--- src/hdl/bidcc_pkg.sv ---
`timescale 1ns / 1ps
// ----------------------------------------------------------------------------
// bidcc_pkg
// Shared widths, command and register codes, and the table write item
// broadcast to the bond cells of the block index decoder.
// ----------------------------------------------------------------------------
package bidcc_pkg;

  // Field widths of the ports
  localparam int CMD_W      = 2;
  localparam int BOND_FW    = 3;
  localparam int SECTOR_FW  = 4;
  localparam int CHARGE_FW  = 8;
  localparam int DIM_FW     = 16;
  localparam int COUNT_FW   = 5;
  localparam int IDX_W      = 32;
  localparam int NUMB_FW    = 4;
  localparam int CFG_IDX_W  = 1;
  localparam int CFG_DATA_W = 8;

  // Command codes
  localparam logic [CMD_W-1:0] CMD_SECTOR = 2'd0;
  localparam logic [CMD_W-1:0] CMD_HEADER = 2'd1;
  localparam logic [CMD_W-1:0] CMD_DECODE = 2'd2;

  // Configuration register indexes
  localparam logic [CFG_IDX_W-1:0] CFG_NUM_BONDS  = 1'd0;
  localparam logic [CFG_IDX_W-1:0] CFG_NET_CHARGE = 1'd1;

  // Divider: quotient bits resolved per cycle in each cell
  localparam int DIV_BITS   = 4;
  localparam int DIV_CYCLES = IDX_W / DIV_BITS;
  localparam int STEP_W     = $clog2(DIV_CYCLES);

  // Table write item, broadcast to every cell
  typedef struct packed {
    logic                        sec_en;
    logic                        hdr_en;
    logic [BOND_FW-1:0]          bond;
    logic [SECTOR_FW-1:0]        sector;
    logic signed [CHARGE_FW-1:0] charge;
    logic [DIM_FW-1:0]           dim;
    logic                        direction;
    logic [COUNT_FW-1:0]         count;
  } wr_t;

endpackage

--- src/hdl/bidcc_cell.sv ---
`timescale 1ns / 1ps
// ----------------------------------------------------------------------------
// bidcc_cell
// One bond of the decoder: holds the bond's sector table, count and
// direction, peels one mixed-radix digit off the incoming index, adds or
// subtracts the selected charge in the running sum for the next bond.
// ----------------------------------------------------------------------------
module bidcc_cell #(
  parameter int IDX         = 0,
  parameter int MAX_SECTORS = 16,
  parameter int DIM_BITS    = 16,
  parameter int CHARGE_BITS = 8,
  parameter int SUM_W       = 12,
  parameter int NB_W        = 4
) (
  input  logic                              clk_i,
  input  logic                              rst_ni,
  input  bidcc_pkg::wr_t                    wr_i,
  input  logic [NB_W-1:0]                   nb_i,
  input  logic                              tok_valid_i,
  input  logic [bidcc_pkg::IDX_W-1:0]       tok_rest_i,
  input  logic signed [SUM_W-1:0]           tok_sum_i,
  output logic                              fwd_valid_o,
  output logic [bidcc_pkg::IDX_W-1:0]       fwd_rest_o,
  output logic signed [SUM_W-1:0]           fwd_sum_o,
  output logic                              fin_o,
  output logic signed [CHARGE_BITS-1:0]     sel_charge_o,
  output logic [DIM_BITS-1:0]               sel_dim_o
);
  import bidcc_pkg::*;

  localparam int SEC_W = (MAX_SECTORS > 1) ? $clog2(MAX_SECTORS) : 1;
  localparam int CNT_W = $clog2(MAX_SECTORS + 1);

  // Bond state
  logic signed [CHARGE_BITS-1:0] charge_q [MAX_SECTORS];
  logic [DIM_BITS-1:0]           dim_q    [MAX_SECTORS];
  logic [CNT_W-1:0]              count_q;
  logic                          dir_q;

  // Divider state
  logic                    busy_q;
  logic [STEP_W-1:0]       step_q;
  logic [IDX_W-1:0]        quo_q, quo_d;
  logic [CNT_W-1:0]        rem_q, rem_d;
  logic signed [SUM_W-1:0] sum_in_q;

  logic                    fwd_valid_q, fin_q;
  logic [IDX_W-1:0]        fwd_rest_q;
  logic signed [SUM_W-1:0] fwd_sum_q, sum_nx;
  logic signed [CHARGE_BITS-1:0] sel_charge_q;
  logic [DIM_BITS-1:0]     sel_dim_q;

  logic                    bond_hit, sec_ok, cnt_ok, is_last;
  logic [31:0]             sec32, cnt32, dim32;
  logic signed [31:0]      chg32;
  logic [SEC_W-1:0]        sel_idx;
  logic signed [SUM_W-1:0] sel_x;
  logic                    div_done;

  // Write decode
  always_comb begin
    sec32    = 32'(wr_i.sector);
    cnt32    = 32'(wr_i.count);
    dim32    = 32'(wr_i.dim);
    chg32    = 32'(wr_i.charge);
    bond_hit = (32'(wr_i.bond) == 32'(IDX));
    sec_ok   = (sec32 < 32'(MAX_SECTORS));
    cnt_ok   = (cnt32 >= 32'd1) && (cnt32 <= 32'(MAX_SECTORS));
    is_last  = (32'(IDX) + 32'd1 == 32'(nb_i));
  end

  // Sector table and header
  always_ff @(posedge clk_i or negedge rst_ni) begin
    if (!rst_ni) begin
      for (int s = 0; s < MAX_SECTORS; s++) begin
        charge_q[s] <= '0;
        dim_q[s]    <= '0;
      end
      count_q <= CNT_W'(1);
      dir_q   <= 1'b0;
    end else begin
      if (wr_i.sec_en && bond_hit && sec_ok) begin
        charge_q[sec32[SEC_W-1:0]] <= chg32[CHARGE_BITS-1:0];
        dim_q[sec32[SEC_W-1:0]]    <= dim32[DIM_BITS-1:0];
      end
      if (wr_i.hdr_en && bond_hit && cnt_ok) begin
        count_q <= cnt32[CNT_W-1:0];
        dir_q   <= wr_i.direction;
      end
    end
  end

  // Restoring division by the sector count, DIV_BITS quotient bits a cycle
  always_comb begin
    logic [IDX_W-1:0] q;
    logic [CNT_W:0]   r;
    q = quo_q;
    r = {1'b0, rem_q};
    for (int k = 0; k < DIV_BITS; k++) begin
      r = {r[CNT_W-1:0], q[IDX_W-1]};
      q = {q[IDX_W-2:0], 1'b0};
      if (r >= {1'b0, count_q}) begin
        r    = r - {1'b0, count_q};
        q[0] = 1'b1;
      end
    end
    quo_d = q;
    rem_d = r[CNT_W-1:0];
  end

  // Sector pick and charge accumulation on the final division cycle
  always_comb begin
    sel_idx = rem_d[SEC_W-1:0];
    sel_x   = SUM_W'(charge_q[sel_idx]);
    sum_nx  = dir_q ? (sum_in_q - sel_x) : (sum_in_q + sel_x);
  end

  assign div_done = busy_q && !tok_valid_i && (step_q == STEP_W'(DIV_CYCLES - 1));

  always_ff @(posedge clk_i or negedge rst_ni) begin
    if (!rst_ni) begin
      busy_q      <= 1'b0;
      step_q      <= '0;
      fwd_valid_q <= 1'b0;
      fin_q       <= 1'b0;
    end else begin
      fwd_valid_q <= div_done && !is_last;
      fin_q       <= div_done && is_last;
      if (tok_valid_i) begin
        busy_q   <= 1'b1;
        step_q   <= '0;
        quo_q    <= tok_rest_i;
        rem_q    <= '0;
        sum_in_q <= tok_sum_i;
      end else if (busy_q) begin
        quo_q  <= quo_d;
        rem_q  <= rem_d;
        step_q <= step_q + 1'b1;
        if (step_q == STEP_W'(DIV_CYCLES - 1)) begin
          busy_q       <= 1'b0;
          fwd_rest_q   <= quo_d;
          fwd_sum_q    <= sum_nx;
          sel_charge_q <= charge_q[sel_idx];
          sel_dim_q    <= dim_q[sel_idx];
        end
      end
    end
  end

  assign fwd_valid_o  = fwd_valid_q;
  assign fwd_rest_o   = fwd_rest_q;
  assign fwd_sum_o    = fwd_sum_q;
  assign fin_o        = fin_q;
  assign sel_charge_o = sel_charge_q;
  assign sel_dim_o    = sel_dim_q;

endmodule

--- config.mk ---
export PLATFORM = sky130hd
export DESIGN_NAME = bidcc_cell
export DESIGN_NICKNAME = d
export VERILOG_FILES = /design/src/hdl/bidcc_pkg.sv /design/src/hdl/bidcc_cell.sv
export SDC_FILE = /design/constraint.sdc
export NUM_CORES = 1
export LEC_CHECK = 0
export BUFFER_PORTS_ARGS = -buffer_cell sky130_fd_sc_hd__buf_4
export CAP_MARGIN = 20
export CORE_MARGIN = 2
export CORE_UTILIZATION = 60
export CTS_BUF_LIST = sky130_fd_sc_hd__clkbuf_16
export CTS_CLUSTER_SIZE = 25
export DETAILED_ROUTE_END_ITERATION = 10
export PLACE_DENSITY = 0.9
export SLEW_MARGIN = 30
export SYNTH_ARGS = -nofsm -noshare
export SYNTH_HDL_FRONTEND = slang
export SYNTH_SLANG_ARGS = --single-unit
--- constraint.sdc ---
create_clock -name clk_i -period 20.9 [get_ports clk_i]
set_clock_uncertainty 0.05 [all_clocks]
set_input_delay 3.135 -clock clk_i [delete_from_list [all_inputs] [get_ports clk_i]]
set_output_delay 3.135 -clock clk_i [all_outputs]
set_load 0.03 [all_outputs]
* After elaboration in Yosys (flattened, before gate mapping) *
Index checks and enable logic that the tools add are counted.

storage, ports and cells
  input port bits = 90
  register bits after elaboration = 513
  word-level logic and storage cells = 111

cells by class
  muxes and demuxes = 29
  add/sub/neg operators = 7
  eq/ne operators = 2
  $lt $le $gt $ge = 9
  reductions and logical operators = 16
  bitwise operators = 3

operator list
  operator              count
  $bwmux W256           1
  $bwmux W128           1
  $bmux W16 S4          1
  $demux W16 S4         1
  $mux W32              2
  $mux W16              3
  $bmux W8 S4           1
  $demux W8 S4          1
  $mux W5               5
  $ge A6 B5 Y1          4
  $mux W8               3
  $sub A5 B5 Y5         4
  $add A12 B8 Y12       1
  $mux W12              1
  $sub A12 B8 Y12       1
  $ge A5 B5 Y1 const B  2
  $not A4 Y5            2
  $logic_and A1 B1 Y1   9
  $mux W1               7
  $mux W3               2
  $ge A5 B1 Y1 const B  1
  $le A5 B5 Y1 const B  1
  $lt A5 B1 Y1 const B  1
  $eq A1 B4 Y1 const A  1
  8 further kinds       10

* Longest topological paths before layout *
  word-level depth = 14
  mapped depth = 60
  depth with buffers taken out = 56

* Least setup slack after synthesis *
No wires, ideal clock.

  path kind = register to register
  start point = register count_q[0]
  end point = register fwd_sum_q[11] (netlist: fwd_sum_o[11]), data pin
  data arrival time = 9.872 ns
  slack = 10.720 ns
  path buffers = 3
  cell stages (with the launch flop) = 55
  library setup time = 0.259 ns
  path through = dfstp_2 > ha_1 > inv_1 > fa_1 > a21oi_1 > nor2_1 > o21ai_0 > a21boi_0 > inv_1 > fa_1 > nand2b_1 > a211oi_1 > a211oi_1 > and2_1 > buf_2 > o21ai_0 > inv_1 > fa_1 > [19 not listed] > o221ai_1 > and2_1 > xnor2_1 > ha_1 > nor2b_1 > o21ai_0 > a21boi_0 > o21ai_0 > nand2_1 > and2_1 > o21ai_0 > nand2_1 > a21oi_1 > o21bai_1 > a21o_1 > a21oi_1 > xor2_1 > xnor2_1

on the way
  word-level cells in the longest chain between the ends = 14

RTL lines
  item                                                RTL line                              source
  from (decl)                                         bidcc_cell.sv:38                      logic [CNT_W-1:0] count_q;
  from (signal assigned)                              bidcc_cell.sv:88                      count_q <= cnt32[CNT_W-1:0];
  $sub A5 B5 Y5 or $ge A6 B5 Y1 (tied branches)       bidcc_cell.sv:104, bidcc_cell.sv:103
  $mux W5                                             bidcc_cell.sv:103                     if (r >= {1'b0, count_q}) begin
  $sub A5 B5 Y5 or $ge A6 B5 Y1 (tied branches)       bidcc_cell.sv:104, bidcc_cell.sv:103
  $mux W5                                             bidcc_cell.sv:103
  $sub A5 B5 Y5 or $ge A6 B5 Y1 (tied branches)       bidcc_cell.sv:104, bidcc_cell.sv:103
  $mux W5                                             bidcc_cell.sv:103
  $sub A5 B5 Y5 or $ge A6 B5 Y1 (tied branches)       bidcc_cell.sv:104, bidcc_cell.sv:103
  $mux W5 (*)                                         bidcc_cell.sv:103
  $not A4 Y5 (implied by the code) (*)                bidcc_cell.sv:115                     sel_x = SUM_W'(charge_q[sel_idx]);
  $bmux W8 S4 (*)                                     bidcc_cell.sv:115
  $mux W8 (implied by the code) (*) (2 in a row)      bidcc_cell.sv:115
  named net sel_x[0]                                  bidcc_cell.sv:58                      logic signed [SUM_W-1:0] sel_x;
  $add A12 B8 Y12 or $sub A12 B8 Y12 (tied branches)  bidcc_cell.sv:116                     sum_nx = dir_q ? (sum_in_q - sel_x) : (sum_in_q + sel_x);
  $mux W12 (*)                                        bidcc_cell.sv:116
  named net sum_nx[11]                                bidcc_cell.sv:50                      logic signed [SUM_W-1:0] fwd_sum_q, sum_nx;
  to (signal assigned)                                bidcc_cell.sv:143                     fwd_sum_q <= sum_nx;
  to (decl)                                           bidcc_cell.sv:50

Mark *: on every way through the listed nets, which the timed path passes. The rest lies on a longest branch. The select of a mux whose other input is x is not followed.
A chain may end at the register's enable or synchronous reset.

* Final worst setup path *
Ends and elaborated chain as after synthesis.

==> flow_summary_export.csv <==
group,metric,value,unit
worst_setup_path,arrival,12.95,ns
grt,grt_pass1_wl,96830,um
logic_synthesis,synth_compound_area_share,6.795,%
timing,setup_viol,0,
detailed_routing,firstDrtPassIters,6,
timing,fin_crit,12.66,ns
logic_synthesis,syn_area,0.02408,mm^2
floorplanning,die_width,204.4,um
logic_synthesis,synth_ff_type,"dfrtp_1",
detailed_routing,vias_per_cell,6.385,
floorplanning,start_util,60.76,%
placement,gp_congestion,0.8641,
grt,gr-usage-met1,38.51,%
clocking,cts_resized,0,
grt,grtUsageMet3,5.485,%
logic_synthesis,synthMuxAreaShare,20.81,%
worst_setup_path,crit_required,21.19,ns
worst_setup_path,cp_max_fo,73,
placement,dp.cells,2580,
job,maxCapViolCount,0,
timing,max_freq,78.98,MHz
timing,slew_violations,0,
detailed_routing,finalWirelength,61510,um
logic_synthesis,synth_top_family_by_area,"multiplexers",
floorplanning,io_pins,160,
worst_setup_path,crit_slowest_cell,"buf_4",
clocking,cts.sinks,513,
grt,grtUsageMet2,48.24,%
detailed_routing,post-route-drc-count,0,
logic_synthesis,syn-instance-count,2005,
logic_synthesis,syn-num-nets,2133,
grt,antenna_found_initial,2,
floorplanning,dieArea,0.04176,mm^2
logic_synthesis,yosysSeqAreaShare,55.74,%
grt,grt_pass1_vias,17544,
detailed_routing,drtAntennaViolNets,0,
logic_synthesis,synth-seq-cells,513,
clocking,cts_root_buffer,"clkbuf_16",
clocking,post_cts_buffers,0,
cells_and_area,stdcell_count,2674,
worst_setup_path,path_class,"reg2reg",
logic_synthesis,synthAdderAreaFrac,2.130,%
placement,io_buffers,159,
floorplanning,fp-row-count,73,
clocking,cts_tree,"built",
run_status,outcome,"complete, no violations",
logic_synthesis,yosysMostFrequentCell,"mux2_2",
logic_synthesis,synthSimpleGateAreaFrac,10.38,%
clocking,holdBufCountCts,0,
clocking,cts.clk_slew.worst_paths,0.06,ns
logic_synthesis,yosysTopAreaCell,"dfrtp_1",
cells_and_area,layout.nets,2236,
worst_setup_path,worst_setup_path_start_kind,"flop",
timing,relSlewSlack,28.84,%
logic_synthesis,async_reset_ff_share,77.19,%
logic_synthesis,netlist.area_leader.share,41.04,%
timing,fin_setup_tns,0,ns
worst_setup_path,slowest_delay,0.81,ns
clocking,h-tree-depth,2,
timing,tightest_slew,1.067,ns
logic_synthesis,ys_top_cells_by_area,"dfrtp_1 (41%), mux2_2 (20%), edfxtp_1 (15%)",
detailed_routing,routedWlPerCell,23.00,um
logic_synthesis,synthDistinctLibCells,71,
floorplanning,coreArea,0.03964,mm^2
worst_setup_path,crit_top_cell,"a21oi_1",
grt,grt_overflow,0,
detailed_routing,via_count,17073,
grt,globalRouteTotalUtil,29.78,%
clocking,clk_latency,0.59,ns
logic_synthesis,synth-xor-area-share,1.055,%
timing,grt_setup_unrepaired,"false",
cells_and_area,final_util,68.58,%
clocking,numCtsBuffers,50,
cells_and_area,drive_above_1_share,33.32,%
timing,fin_ws,8.238,ns
floorplanning,die_h,204.4,um
logic_synthesis,ys_warn_count,0,
placement,dp_slack,8.288,ns
cells_and_area,n_fill_cell,2535,
logic_synthesis,synth.avg_cell_area,12.01,um^2
grt,grt_max_degree,177,
clocking,cts.path.max_buffers,3,
worst_setup_path,end_kind,"flop",
detailed_routing,drt_iter0_markers,1710,
logic_synthesis,synth_top_cells_by_count,"mux2_2 (422), dfrtp_1 (395), nand2_1 (357)",
cells_and_area,syn2layout_area_growth,12.88,%
min_path,hp-class,"reg2reg",
timing,hold_viol_final,0,
grt,grt_busiest_layer,"met2",
placement,dpl.hpwl,36970,um
logic_synthesis,synth-edff-count,117,
timing,finalCritPeriodShare,60.58,%
## state kept, by name, summed over array words and instances, names as in the netlist
register      flops
step_q            3
sum_in_q         12
busy_q            1
dir_q             1
fwd_valid_o       1
fwd_sum_o        12
rem_q             5
charge_q        128
sel_charge_o      8
fwd_rest_o       32
count_q           5
dim_q           256
sel_dim_o        16
fin_o             1
quo_q            32
## cell type report
cell class	instances	area [um^2]	area share [%]
Timing Repair Buffer	193	1489	5.477
Clock buffer	51	1276	4.694
Antenna cell	3	7.507	0.02761
Sequential cell	513	13420	49.38
Clock inverter	39	209.0	0.7686
Multi-Input combinational cell	1314	9987	36.73
Tap cell	525	656.9	2.416
Inverter	36	137.6	0.5062
## cells by family after synthesis
kind of cell	count (synthesis)
xor gates and xnor gates	29
DFF	513
adders and majority gates	38
buffers and inverters	178
muxes	447
and+or+nand+nor	576
AOI/OAI and AO/OA	224
## per-stage QoR
| step | hold WS (ns) | area (um^2) |
|---|---|---|
| final | 0.3951 | 27190 |
| after global routing | 0.4022 | 27180 |
| after CTS | 0.3956 | 27150 |
| after detailed placement | 0.3820 | 25670 |
| after global placement | 0.3749 | 25660 |
| after floorplan | 0.3722 | 24080 |
## layout by cell type (no fill, tap or decap), types with 4 or more instances in the layout
| cell type | netlist | layout |
|---|---|---|
| fa_1 | 5 | 5 |
| and2_1 | 4 | 4 |
| clkinv_2 | 0 | 10 |
| ha_1 | 33 | 33 |
| nand4_1 | 6 | 6 |
| nor3_1 | 7 | 5 |
| buf_4 | 1 | 188 |
| nor2b_1 | 7 | 7 |
| o22ai_1 | 4 | 4 |
| a21oi_1 | 51 | 51 |
| nand2_1 | 357 | 356 |
| a32oi_1 | 4 | 4 |
| a311oi_1 | 49 | 49 |
| a22o_1 | 4 | 4 |
| mux2_2 | 422 | 422 |
| inv_1 | 33 | 46 |
| clkinv_1 | 0 | 12 |
| o221ai_1 | 6 | 6 |
| nand2b_1 | 4 | 4 |
| or2_2 | 4 | 4 |
| xnor2_1 | 17 | 17 |
| xor2_1 | 12 | 12 |
| dfrtp_1 | 395 | 395 |
| a211oi_1 | 16 | 16 |
| o21ai_0 | 21 | 21 |
| nand3_1 | 99 | 99 |
| and3_1 | 36 | 36 |
| a21o_1 | 7 | 6 |
| or3_1 | 4 | 4 |
| mux2i_1 | 23 | 23 |
| nor2_1 | 35 | 32 |
| a31oi_1 | 22 | 22 |
| edfxtp_1 | 117 | 117 |
| clkbuf_16 | 0 | 51 |
## worst max-delay path, delay by kind of cell, from the launching register on
family / cells / cell delay (ns)
xor gates and xnor gates: 3 / 0.44
adders and majority gates: 6 / 2.10
buffers and inverters: 5 / 1.27
and+or+nand+nor: 14 / 2.92
AOI/OAI and AO/OA: 22 / 5.03
DFF: 1 / 0.59
## routing by layer
layer  vias to the layer above  part of all wire (%)
met3                       244                   7.7
met2                       807                    48
li1                       7409                     -
met5                         -                     0
met4                         0                   5.4
met1                      8613                    39
## worst paths after layout
check,startpoint,to,slack (ns),depth (start not counted)
worst min register to register,quo_q[7],fwd_rest_o[11],0.40,0
max in group asynchronous,rst_ni,dim_q[64],16.59,3
worst max-delay path,count_q[0],fwd_sum_o[11],8.24,50
worst min-delay path,quo_q[7],fwd_rest_o[11],0.40,0
min in group asynchronous,rst_ni,dim_q[162],2.41,1
worst max register to register,count_q[0],fwd_sum_o[11],8.24,50
Power is left out: the tool's default activity adds up to more than one toggle a clock period on the data nets, which glitch-free logic cannot reach.
